## src/design/sstat_pkg.sv

```systemverilog
`timescale 1ns / 1ps
// ----------------------------------------------------------------------------
// sstat_pkg
// Types and constants shared by the sample statistics block.
// ----------------------------------------------------------------------------
package sstat_pkg;

  localparam int unsigned SAMPLE_BITS = 16;

  typedef struct packed {
    logic signed [15:0] sample;
    logic               last;
  } sample_t;

  typedef struct packed {
    logic [9:0]         min_index;
    logic [9:0]         max_index;
    logic signed [15:0] min_value;
    logic signed [15:0] max_value;
    logic signed [15:0] mean_value;
    logic [15:0]        std_deviation;
    logic [10:0]        sample_count;
    logic               too_few;
    logic               overflowed;
  } stats_t;

  typedef enum logic [3:0] {
    OP_NONE,
    OP_ACCUM,
    OP_LD_DEN,
    OP_MUL_ADD,
    OP_LD_NUM,
    OP_LD_SUB,
    OP_MUL_SUB,
    OP_LD_DIV,
    OP_DIV,
    OP_LD_SQRT,
    OP_SQRT,
    OP_LD_MEAN,
    OP_EMIT
  } dp_op_e;

  typedef enum logic [3:0] {
    ST_IDLE,
    ST_START,
    ST_DEN,
    ST_NUM_LD,
    ST_NUM,
    ST_SUB_LD,
    ST_SUB,
    ST_DIV_LD,
    ST_DIV,
    ST_SQRT_LD,
    ST_SQRT,
    ST_MEAN,
    ST_EMIT
  } ss_state_e;

  typedef struct packed {
    dp_op_e op;
  } dp_cmd_t;

  typedef struct packed {
    logic step_zero;
    logic too_few;
  } dp_status_t;

endpackage

```

## src/design/sstat_dp.sv

```systemverilog
`timescale 1ns / 1ps
// ----------------------------------------------------------------------------
// sstat_dp
// Datapath: run accumulators plus a shared serial unit for multiply,
// restoring divide and bitwise square root.
// ----------------------------------------------------------------------------
module sstat_dp import sstat_pkg::*; #(
  parameter int unsigned MAX_SAMPLES = 1024
) (
  input  logic       clk_i,
  input  logic       rst_ni,
  input  dp_cmd_t    cmd_i,
  input  sample_t    item_i,
  output dp_status_t status_o,
  output stats_t     result_o
);

  localparam int unsigned CNT_W      = $clog2(MAX_SAMPLES + 1);
  localparam int unsigned IDX_W      = $clog2(MAX_SAMPLES);
  localparam int unsigned SUM_W      = SAMPLE_BITS + CNT_W;
  localparam int unsigned SQ_W       = 2 * SAMPLE_BITS - 2 + CNT_W;
  localparam int unsigned NUM_W      = CNT_W + SQ_W;
  localparam int unsigned STEP_W     = $clog2(NUM_W);
  localparam int unsigned SQRT_TOP   = ((NUM_W - 1) / 2) * 2;
  localparam int unsigned SQRT_STEPS = SQRT_TOP / 2 + 1;

  // run accumulators
  logic [CNT_W-1:0]        cnt_q, cnt_d;
  logic signed [SUM_W-1:0] sum_q, sum_d;
  logic [SQ_W-1:0]         sq_q, sq_d;
  logic signed [15:0]      lo_val_q, lo_val_d, hi_val_q, hi_val_d;
  logic [IDX_W-1:0]        lo_idx_q, lo_idx_d, hi_idx_q, hi_idx_d;
  logic                    drop_q, drop_d;

  // serial unit
  logic [NUM_W-1:0]  mpr_q, mpr_d, mcd_q, mcd_d, acc_q, acc_d;
  logic [NUM_W-1:0]  den_q, den_d, rem_q, rem_d;
  logic [STEP_W-1:0] step_q, step_d;
  logic [15:0]       dev_q, dev_d;

  logic signed [15:0] v;
  logic signed [31:0] v_sqr;
  logic [SUM_W-1:0]   sum_abs;
  logic [NUM_W:0]     div_r2;
  logic               div_ge;
  logic [NUM_W:0]     sqrt_t;
  logic               sqrt_ge;
  logic [NUM_W-1:0]   mul_add;
  logic [SUM_W-1:0]   quot;
  logic [SUM_W-1:0]   mean_full;

  assign v       = item_i.sample;
  assign v_sqr   = v * v;
  assign sum_abs = sum_q[SUM_W-1] ? SUM_W'(-sum_q) : SUM_W'(sum_q);
  assign div_r2  = {rem_q, mpr_q[NUM_W-1]};
  assign div_ge  = div_r2 >= {1'b0, den_q};
  assign sqrt_t  = {1'b0, mcd_q} + {1'b0, rem_q};
  assign sqrt_ge = {1'b0, acc_q} >= sqrt_t;
  assign mul_add = mpr_q[0] ? mcd_q : '0;

  always_comb begin
    cnt_d    = cnt_q;
    sum_d    = sum_q;
    sq_d     = sq_q;
    lo_val_d = lo_val_q;
    lo_idx_d = lo_idx_q;
    hi_val_d = hi_val_q;
    hi_idx_d = hi_idx_q;
    drop_d   = drop_q;
    mpr_d    = mpr_q;
    mcd_d    = mcd_q;
    acc_d    = acc_q;
    den_d    = den_q;
    rem_d    = rem_q;
    step_d   = step_q;
    dev_d    = dev_q;
    case (cmd_i.op)
      OP_ACCUM: begin
        if (cnt_q < CNT_W'(MAX_SAMPLES)) begin
          if (cnt_q == '0 || v <= lo_val_q) begin
            lo_val_d = v;
            lo_idx_d = cnt_q[IDX_W-1:0];
          end
          if (cnt_q == '0 || v >= hi_val_q) begin
            hi_val_d = v;
            hi_idx_d = cnt_q[IDX_W-1:0];
          end
          sum_d = sum_q + SUM_W'(v);
          sq_d  = sq_q + SQ_W'(unsigned'(v_sqr));
          cnt_d = cnt_q + 1'b1;
        end else begin
          drop_d = 1'b1;
        end
      end
      OP_LD_DEN: begin
        mpr_d  = NUM_W'(cnt_q);
        mcd_d  = NUM_W'(cnt_q - 1'b1);
        acc_d  = '0;
        step_d = STEP_W'(CNT_W - 1);
      end
      OP_MUL_ADD, OP_MUL_SUB: begin
        acc_d  = (cmd_i.op == OP_MUL_ADD) ? acc_q + mul_add : acc_q - mul_add;
        mpr_d  = mpr_q >> 1;
        mcd_d  = mcd_q << 1;
        step_d = step_q - 1'b1;
      end
      OP_LD_NUM: begin
        den_d  = acc_q;
        mpr_d  = NUM_W'(cnt_q);
        mcd_d  = NUM_W'(sq_q);
        acc_d  = '0;
        step_d = STEP_W'(CNT_W - 1);
      end
      OP_LD_SUB: begin
        mpr_d  = NUM_W'(sum_abs);
        mcd_d  = NUM_W'(sum_abs);
        step_d = STEP_W'(SUM_W - 1);
      end
      OP_LD_DIV: begin
        mpr_d  = acc_q;
        rem_d  = '0;
        step_d = STEP_W'(NUM_W - 1);
      end
      OP_DIV: begin
        rem_d  = div_ge ? NUM_W'(div_r2 - {1'b0, den_q}) : div_r2[NUM_W-1:0];
        mpr_d  = {mpr_q[NUM_W-2:0], div_ge};
        step_d = step_q - 1'b1;
      end
      OP_LD_SQRT: begin
        acc_d  = mpr_q;
        mcd_d  = '0;
        rem_d  = NUM_W'(1) << SQRT_TOP;
        step_d = STEP_W'(SQRT_STEPS);
      end
      OP_SQRT: begin
        if (sqrt_ge) begin
          acc_d = acc_q - sqrt_t[NUM_W-1:0];
          mcd_d = (mcd_q >> 1) + rem_q;
        end else begin
          mcd_d = mcd_q >> 1;
        end
        rem_d  = rem_q >> 2;
        step_d = step_q - 1'b1;
      end
      OP_LD_MEAN: begin
        if (cnt_q < CNT_W'(2)) begin
          dev_d = '0;
        end else if (|mcd_q[NUM_W-1:16]) begin
          dev_d = 16'hFFFF;
        end else begin
          dev_d = mcd_q[15:0];
        end
        mpr_d  = NUM_W'(sum_abs);
        den_d  = NUM_W'(cnt_q);
        rem_d  = '0;
        step_d = STEP_W'(NUM_W - 1);
      end
      OP_EMIT: begin
        cnt_d    = '0;
        sum_d    = '0;
        sq_d     = '0;
        lo_val_d = '0;
        lo_idx_d = '0;
        hi_val_d = '0;
        hi_idx_d = '0;
        drop_d   = 1'b0;
      end
      default: ;
    endcase
  end

  always_ff @(posedge clk_i or negedge rst_ni) begin
    if (!rst_ni) begin
      cnt_q    <= '0;
      sum_q    <= '0;
      sq_q     <= '0;
      lo_val_q <= '0;
      lo_idx_q <= '0;
      hi_val_q <= '0;
      hi_idx_q <= '0;
      drop_q   <= 1'b0;
      step_q   <= '0;
    end else begin
      cnt_q    <= cnt_d;
      sum_q    <= sum_d;
      sq_q     <= sq_d;
      lo_val_q <= lo_val_d;
      lo_idx_q <= lo_idx_d;
      hi_val_q <= hi_val_d;
      hi_idx_q <= hi_idx_d;
      drop_q   <= drop_d;
      step_q   <= step_d;
    end
  end

  always_ff @(posedge clk_i) begin
    mpr_q <= mpr_d;
    mcd_q <= mcd_d;
    acc_q <= acc_d;
    den_q <= den_d;
    rem_q <= rem_d;
    dev_q <= dev_d;
  end

  assign quot      = mpr_q[SUM_W-1:0];
  assign mean_full = sum_q[SUM_W-1] ? SUM_W'(-quot) : quot;

  assign status_o.step_zero = (step_q == '0);
  assign status_o.too_few   = (cnt_q < CNT_W'(2));

  assign result_o.min_index     = 10'(lo_idx_q);
  assign result_o.max_index     = 10'(hi_idx_q);
  assign result_o.min_value     = lo_val_q;
  assign result_o.max_value     = hi_val_q;
  assign result_o.mean_value    = mean_full[15:0];
  assign result_o.std_deviation = dev_q;
  assign result_o.sample_count  = 11'(cnt_q);
  assign result_o.too_few       = (cnt_q < CNT_W'(2));
  assign result_o.overflowed    = drop_q;

endmodule

```

## src/design/sstat_ctrl.sv

```systemverilog
`timescale 1ns / 1ps
// ----------------------------------------------------------------------------
// sstat_ctrl
// Controller: takes items while idle, then sequences the serial unit
// through denominator, numerator, divide, square root and mean, or mean alone for under two samples.
// ----------------------------------------------------------------------------
module sstat_ctrl import sstat_pkg::*; (
  input  logic       clk_i,
  input  logic       rst_ni,
  input  logic       start_i,
  input  logic       last_i,
  input  dp_status_t status_i,
  output dp_cmd_t    cmd_o,
  output logic       busy_o,
  output logic       done_o
);

  ss_state_e state_q, state_d;

  always_ff @(posedge clk_i or negedge rst_ni) begin
    if (!rst_ni) begin
      state_q <= ST_IDLE;
    end else begin
      state_q <= state_d;
    end
  end

  always_comb begin
    state_d   = state_q;
    cmd_o.op  = OP_NONE;
    busy_o    = 1'b1;
    done_o    = 1'b0;
    case (state_q)
      ST_IDLE: begin
        busy_o = 1'b0;
        if (start_i) begin
          cmd_o.op = OP_ACCUM;
          if (last_i) begin
            state_d = ST_START;
          end
        end
      end
      ST_START: begin
        if (status_i.too_few) begin
          cmd_o.op = OP_LD_MEAN;
          state_d  = ST_MEAN;
        end else begin
          cmd_o.op = OP_LD_DEN;
          state_d  = ST_DEN;
        end
      end
      ST_DEN: begin
        cmd_o.op = OP_MUL_ADD;
        if (status_i.step_zero) state_d = ST_NUM_LD;
      end
      ST_NUM_LD: begin
        cmd_o.op = OP_LD_NUM;
        state_d  = ST_NUM;
      end
      ST_NUM: begin
        cmd_o.op = OP_MUL_ADD;
        if (status_i.step_zero) state_d = ST_SUB_LD;
      end
      ST_SUB_LD: begin
        cmd_o.op = OP_LD_SUB;
        state_d  = ST_SUB;
      end
      ST_SUB: begin
        cmd_o.op = OP_MUL_SUB;
        if (status_i.step_zero) state_d = ST_DIV_LD;
      end
      ST_DIV_LD: begin
        cmd_o.op = OP_LD_DIV;
        state_d  = ST_DIV;
      end
      ST_DIV: begin
        cmd_o.op = OP_DIV;
        if (status_i.step_zero) state_d = ST_SQRT_LD;
      end
      ST_SQRT_LD: begin
        cmd_o.op = OP_LD_SQRT;
        state_d  = ST_SQRT;
      end
      ST_SQRT: begin
        cmd_o.op = OP_SQRT;
        if (status_i.step_zero) begin
          state_d = ST_MEAN;
        end
      end
      ST_MEAN: begin
        // the mean divide runs here; its operands were loaded on entry
        cmd_o.op = OP_DIV;
        if (status_i.step_zero) state_d = ST_EMIT;
      end
      ST_EMIT: begin
        cmd_o.op = OP_EMIT;
        done_o   = 1'b1;
        state_d  = ST_IDLE;
      end
      default: begin
        state_d = ST_IDLE;
      end
    endcase
    if (state_q == ST_SQRT && status_i.step_zero) begin
      // root done: load mean operands on the way out
      cmd_o.op = OP_LD_MEAN;
    end
  end

endmodule

```

## src/design/sample_statistics_min_max_mean_stddev.sv

```systemverilog
`timescale 1ns / 1ps
// ----------------------------------------------------------------------------
// sample_statistics_min_max_mean_stddev
// Min, max with indices, mean and sample standard deviation over a run
// of signed Q8.8 samples.
// ----------------------------------------------------------------------------
//  channel   handshake             payload
//  input     start & !busy         item_i   (sample_t)
//  output    done_o, one cycle     result_o (stats_t)
//
//  Non-final items are taken one per cycle while busy is low.
//  A final item raises busy while the shared serial multiply / divide / root
//  unit runs (only the mean divide with fewer than two samples);
//  done_o pulses in the last busy cycle.
//  The receiver cannot stall; reset clears all run state.
// ----------------------------------------------------------------------------
module sample_statistics_min_max_mean_stddev import sstat_pkg::*; #(
  parameter int unsigned MAX_SAMPLES = 1024
) (
  input  logic    clk_i,
  input  logic    rst_ni,
  input  logic    start,
  output logic    busy,
  input  sample_t item_i,
  output logic    done_o,
  output stats_t  result_o
);

  dp_cmd_t    cmd;
  dp_status_t status;

  sstat_ctrl u_ctrl (
    .clk_i    (clk_i),
    .rst_ni   (rst_ni),
    .start_i  (start),
    .last_i   (item_i.last),
    .status_i (status),
    .cmd_o    (cmd),
    .busy_o   (busy),
    .done_o   (done_o)
  );

  sstat_dp #(
    .MAX_SAMPLES (MAX_SAMPLES)
  ) u_dp (
    .clk_i    (clk_i),
    .rst_ni   (rst_ni),
    .cmd_i    (cmd),
    .item_i   (item_i),
    .status_o (status),
    .result_o (result_o)
  );

endmodule

```

## config.mk

```make
export PLATFORM = sky130hd
export DESIGN_NAME = sample_statistics_min_max_mean_stddev
export DESIGN_NICKNAME = d
export VERILOG_FILES = /design/src/design/sstat_pkg.sv /design/src/design/sstat_dp.sv /design/src/design/sstat_ctrl.sv /design/src/design/sample_statistics_min_max_mean_stddev.sv
export SDC_FILE = /design/constraint.sdc
export NUM_CORES = 2
export LEC_CHECK = 0
export BUFFER_PORTS_ARGS = -buffer_cell sky130_fd_sc_hd__buf_2
export CORE_MARGIN = 3
export CORE_UTILIZATION = 35
export CTS_CLUSTER_DIAMETER = 200
export CTS_CLUSTER_SIZE = 12
export DETAILED_ROUTE_END_ITERATION = 16
export GPL_TIMING_DRIVEN = 0
export SLEW_MARGIN = 10
export SYNTH_ARGS = -nofsm -noshare
export SYNTH_HDL_FRONTEND = slang
export SYNTH_HIERARCHICAL = 1
export SYNTH_SLANG_ARGS = --single-unit
```

## constraint.sdc

```tcl
create_clock -name clk_i -period 9.6 [get_ports clk_i]
set_input_delay 1.92 -clock clk_i [delete_from_list [all_inputs] [get_ports clk_i]]
set_output_delay 1.92 -clock clk_i [all_outputs]
set_load 0.01 [all_outputs]
```

# Yosys cells after proc, flatten, opt, wreduce, memory -nomap -nowiden
# Cells that the tools add are included.
classes:
  add_sub_neg: 13
  mul: 1
  magnitude_cmp: 6
  eq_ne: 37
  muxes: 49
  n_reduce_logical: 28
op_table:
  columns: ["cell", "n"]
  rows:
  - ["52-bit one-hot mux with 4 select lines", 2]
  - ["52-bit one-hot mux with 6 select lines", 1]
  - ["52-bit two-way mux", 5]
  - ["52-bit one-hot mux with 5 select lines", 1]
  - ["52-bit subtractor", 3]
  - ["52-bit one-hot mux with 2 select lines", 1]
  - ["16-bit two-way mux", 6]
  - ["41-bit one-hot mux with 2 select lines", 1]
  - ["16-bit one-hot mux with 2 select lines", 2]
  - ["27-bit two-way mux", 2]
  - ["27-bit one-hot mux with 2 select lines", 1]
  - ["52-bit by 52-bit adder with 53-bit output", 1]
  - ["52-bit by 53-bit greater-or-equal comparator with 1-bit output", 1]
  - ["53-bit by 52-bit greater-or-equal comparator with 1-bit output", 1]
  - ["51-bit by 52-bit adder with 52-bit output", 1]
  - ["52-bit adder", 1]
  - ["4-bit one-hot mux with 12 select lines", 1]
  - ["4-bit one-hot mux with 11 select lines", 1]
  - ["41-bit by 32-bit adder with 41-bit output", 1]
  - ["41-bit two-way mux", 1]
  - ["4-bit == test, second input constant", 10]
  - ["10-bit two-way mux", 4]
  - ["4-bit two-way mux", 10]
  - ["10-bit one-hot mux with 2 select lines", 2]
  - ["36 further kinds", 74]
totals:
  regBits: 418
  in_bits: 20
  output_inout_bits: 99
  elab_cells: 150

# Logic depth before layout (Yosys ltp)
depth:
  depth_word: 8
  ltp_mapped: 44
  ltp_nobuf: 38

# Hierarchy
# Netlist, hierarchy kept.
by_module_without_submodules:
  columns: ["module", "n_inst", "cells_per_inst", "area_each_um2", "seq_area_each_um2"]
  rows:
  - ["sstat_dp", 1, 5580, 47513.1, 11741.3]
  - ["sstat_ctrl", 1, 46, 382.9, 100.1]

# Least setup slack after synthesis
# No wires, ideal clock.
synth_timing:
  path_kind: "register -> register"
  startpoint: "register u_dp.mcd_q[0]"
  endpoint: "register u_dp.acc_q[0], enable pin"
  t_arrival_ns: 9.469
  path_slack_ns: -0.402
  path_stages_with_launch: 31
  path_buffers: 1
  period_less_slack_ns: 10.002
  path_cell_list: "edfxtp_1 -> ha_1 -> fa_1 -> a21o_1 -> a21oi_1 -> o21bai_1 -> a21o_1 -> a311o_1 -> a211o_1 -> a31oi_1 -> o21ai_1 -> a31oi_1 -> o21ai_1 -> nor2b_1 -> nand2b_1 -> xnor2_1 -> ha_1 -> nand4_1 -> nor4_1 -> nand4_1 -> o21ai_0 -> a21o_1 -> a21o_1 -> a21oi_1 -> o31ai_1 -> o21ai_0 -> a41o_1 -> clkbuf_1 -> inv_2 -> a21oi_1 -> o21ai_0"
synth_between:
  elab_chain_len: 4
synth_rtl:
  columns: ["item", "line", "text"]
  rows:
  - ["from (decl)", "sstat_dp.sv:36", "logic [NUM_W-1:0] mpr_q, mpr_d, mcd_q, mcd_d, acc_q, acc_d;"]
  - ["from (signal assigned)", "sstat_dp.sv:198", "mcd_q <= mcd_d;"]
  - ["52-bit by 52-bit adder with 53-bit output", "sstat_dp.sv:57", "assign sqrt_t = {1'b0, mcd_q} + {1'b0, rem_q};"]
  - ["52-bit by 53-bit greater-or-equal comparator with 1-bit output", "sstat_dp.sv:58", "assign sqrt_ge = {1'b0, acc_q} >= sqrt_t;"]
  - ["2-bit by 1-bit inequality test with 1-bit output (no source line)", null, null]
  - ["2-bit AND reduction (no source line)", null, null]
  - ["to (signal assigned)", "sstat_dp.sv:199", "acc_q <= acc_d;"]
  - ["to (decl)", "sstat_dp.sv:36", null]
# Every way passes these cells.
# A chain may end at the register's enable or synchronous reset.

# Final worst setup path
layout_timing:
  startpoint: "register u_dp.mcd_q[1]"
  endpoint: "register u_dp.mcd_q[13], data pin"
layout_between:
  elab_chain_len: 4
  word_cells_on_any_way: 5
  cone_classes: "2 x add/sub; 1 x order compare; 2 x mux"
layout_rtl:
  columns: ["item", "line", "text"]
  rows:
  - ["52-bit by 52-bit adder with 53-bit output", "sstat_dp.sv:57", null]
  - ["52-bit by 53-bit greater-or-equal comparator with 1-bit output", "sstat_dp.sv:58", null]
  - ["52-bit two-way mux (*)", "sstat_dp.sv:136", "if (sqrt_ge) begin"]
  - ["52-bit one-hot mux with 6 select lines (*)", "sstat_dp.sv:77", "case (cmd_i.op)"]
  - ["via u_dp.mcd_d[13]", "sstat_dp.sv:36", null]
# Mark *: on every way through the listed nets, which the timed path passes. The rest lies on a longest branch.

==> metrics.md <==
| Metric | Value |
|---|---|
| Post-Route WL | 195,000 µm |
| R2r worst-path depth | 28 |
| Prevailing post-synth register cell | edfxtp_1 |
| Final setup TNS | 0 ps |
| Detailed placer's ending HPWL | 159,000 µm |
| # fillers | 13,800 |
| Largest net degree at the start of global routing | 76 |
| Post-synthesis adder-cell area fraction | 21.8% |
| Antenna Nets Post-Route | 0 |
| CP Data Arrival Time | 9950 ps |
| Global route overflow | 0 |
| Syn Area/Cell | 8.51 µm² |
| Final Hold Vio Count | 0 |
| Post-layout nets | 6,522 |
| Setup violators final | 0 |
| H-tree depth | 2 |
| Die X | 376 µm |
| Xor/xnor cell area share of the yosys netlist | 7.30% |
| CP max-delay cell | a2111oi_0 |
| Most frequent cells in the layout | nand2_1 (542), inv_1 (538), ha_1 (438) |
| DR iter-0 viols | 4,310 |
| Hold Path Class | flip-flop to flip-flop |
| Internal power | 9.97 mW |
| Skew final | 52.8 ps |
| Yosys warns | 6 |
| Flop pwr share | 10.7% |
| Post-layout util | 39.1% |
| Number of global-route vias before repair | 43,100 |
| Total CTS buffers | 41 |
| Area growth, synth to finish | 10.7% |
| Pre-CTS setup slack | -2220 ps |
| Register area share after synthesis | 24.7% |
| Num rows | 135 |
| Core Area | 0.136 mm² |
| Ys async rst share | 34.0% |
| Delay-heaviest family, CP | compound AO/OA/AOI/OAI gates |
| Max Buffers Root-to-Sink | 3 |
| Hold Slack | 494 ps |
| P_sw | 10.3 mW |
| Mapped cell area | 0.0479 mm² |
| Simple-gate area share of the yosys netlist | 16.9% |
| Total GRT Usage | 26.8% |
| Final period util | 99.2% |
| Port buffer count | 118 |
| Netlist cell types | 97 |
| WHS Path Cells | 2 |
| Worst-path clk slew | 90 ps |
| Placed inst area | 0.0510 mm² |
| Sink Count | 418 |
| Crit Path Class | flip-flop to flip-flop |
| Worst Path Max Fanout | 10 |
| PD cells | 382 mW/mm² |
| Initial Util | 35.3% |
| Max stage delay on crit path | 860 ps |
| Post-Syn Instances | 5,626 |
| Worst-Skew Late Latency | 670 ps |
| Area of the multi-input gates | 0.0332 mm² |
| Drt wl/cell | 25.5 µm |
| Crit end category | flip-flop |
| Logic pwr share | 81.2% |
| Status | complete, no violations |
| Clk pwr share | 8.1% |
| First-pass GRT wire length | 283,000 µm |
| Bufs and invs on worst path | 3 |
| Complex-gate fraction of the synthesized area | 21.0% |
| Setup crit start kind | flip-flop |
| Layout Cells excl Fill | 7,628 |
| Worst-margin pin slew | 1390 ps |
| Static Leakage | 23.6 nW |
| Critical path depth in cells | 28 |
| Post-route setup slack | 81.0 ps |
| Via count | 44,000 |
| Design Area, Final | 0.0530 mm² |
| Fin. max-slew vios | 0 |
| Final Wtd Congestion | 1.02 |
| CTS root buffer | clkbuf_16 |
| Post-synth EDFFs | 276 |
| Die footprint | 0.141 mm² |
| Commonest non-fill, non-tap cell in the layout | nand2_1 |
| Placed instance count | 7,538 |
| Worst rel slew slack | 7.01% |
| Power Total | 20.3 mW |
| WP data required | 10,030 ps |
| Mux contribution to synthesized area | 1.67% |
| Sw Ratio | 50.8% |
| Top Ports | 119 |
| CTS tree | built |
| Mapped Nets | 6,333 |
| Largest family of logic cells by synthesized area | adder cells |
| Maxcap violations | 0 |
| Iteration count of the initial detailed-routing pass | 6 |
| Ratio of cells with drive above 1 in the final layout | 7.14% |
| Peak VDD IR | 1060 µV |
| Flops & latches, synth | 418 |
| Initial antenna violation count | 6 |
| Fmax achieved | 0.105 GHz |
| Die height | 376 µm |
| DRC viols | 0 |
| Vias/cell | 5.77 |
| Post-layout min period | 9520 ps |
| FF+latch area | 0.0118 mm² |
-- worst reg2reg max path, delay by kind of cell (launching register included) --
| kind | cells | cell delay [ps] |
|---|---|---|
| simple gates | 5 | 1040 |
| buf+inv | 3 | 1560 |
| flops | 1 | 610 |
| fa+ha+maj | 2 | 720 |
| compound gates | 17 | 5060 |
| xor+xnor | 1 | 290 |
-- final cells by class --
class / instances / area share, %
Tap cell: 1781 / 4.20
Clock inverter: 5 / 0.158
Inverter: 545 / 3.90
Timing Repair Buffer: 161 / 2.19
Multi-Input combinational cell: 4390 / 62.7
Clock buffer: 66 / 2.11
Antenna cell: 4 / 0.0189
Sequential cell: 418 / 22.3
Buffer: 258 / 2.37
-- state kept, by name, indices dropped and copies added (netlist names), 27 cells and up --
signal,count
u_dp/sum_q,27
u_dp/den_q,52
u_dp/acc_q,52
u_dp/rem_q,52
u_dp/mpr_q,52
u_dp/sq_q,41
u_dp/mcd_q,52
-- logic make-up (layout without fill, tap and decap cells) --
kind of cell    Yosys count  count (layout)
flops                   418             418
simple gates           1684            1684
other cells               0               4
xor+xnor                399             399
compound gates         1542            1542
mux                      78              78
buf+inv                 818            1035
fa+ha+maj               687             687
-- routing by layer --
metal	routed length [µm]	global-route usage [%]	share of wire, %	vias to the layer above
met2	88900	44.1	46	1819
met5	22	0	0.011	-
met4	11400	13.1	5.9	4
met3	13800	3.92	7.1	376
li1	-	-	-	20400
met1	80500	34.3	41	21500
-- final timing paths --
check,start,to,slack [ps]
setup reg to reg,u_dp/mcd_q[1],u_dp/mcd_q[13],80
max in group asynchronous,rst_ni,u_dp/sq_q[37],7530
hold / removal,u_dp/hi_idx_q[9],u_dp/hi_idx_q[9],490
hold reg to reg,u_dp/hi_idx_q[9],u_dp/hi_idx_q[9],490
min in group asynchronous,rst_ni,u_dp/lo_val_q[3],1220
setup / recovery,u_dp/mcd_q[1],u_dp/mcd_q[13],80
-- power by group through the flow --
stage                     Clock [mW]  Combinational, mW  Sequential (mW)
after detailed placement           0               14.3             2.20
after floorplan                    0               11.2             2.10
after global routing            1.74               18.2             2.18
after CTS                       1.68               15.1             2.16
after global placement             0               14.1             2.20
final                           1.63               16.5             2.18
-- Yosys cell counts, types with 22 or more instances --
cell type | n | area share (%)
a211oi_1 | 27 | 0.42
a21o_1 | 175 | 2.7
a21oi_1 | 403 | 4.2
a221oi_1 | 48 | 0.88
a222oi_1 | 43 | 0.90
a22o_1 | 75 | 1.4
a31oi_1 | 74 | 0.97
and2_1 | 103 | 1.3
and3_1 | 44 | 0.57
clkbuf_1 | 222 | 1.7
dfrtp_1 | 142 | 7.4
edfxtp_1 | 276 | 17
fa_1 | 243 | 10
ha_1 | 444 | 12
inv_1 | 541 | 4.2
mux2i_1 | 61 | 1.3
nand2_1 | 545 | 4.3
nand2b_1 | 73 | 0.95
nand3_1 | 145 | 1.5
nand4_1 | 58 | 0.76
nor2_1 | 424 | 3.3
nor2b_1 | 52 | 0.68
nor3_1 | 68 | 0.71
nor4_1 | 28 | 0.37
o21a_1 | 38 | 0.60
o21ai_0 | 353 | 3.7
o21bai_1 | 48 | 0.75
o221ai_1 | 22 | 0.40
o31ai_1 | 56 | 0.88
or3_1 | 37 | 0.48
xnor2_1 | 230 | 4.2
xor2_1 | 169 | 3.1
-- timing repair --
item / 4_1_cts / 5_1_grt
setup buffers: 9 / 21
pin swaps: 6 / 18
resized for setup: 82 / 147
setup endpoints to repair: 129 / 29
hold buffers: 0 / 0
No activity file was read; power rests on OpenSTA's default activity.
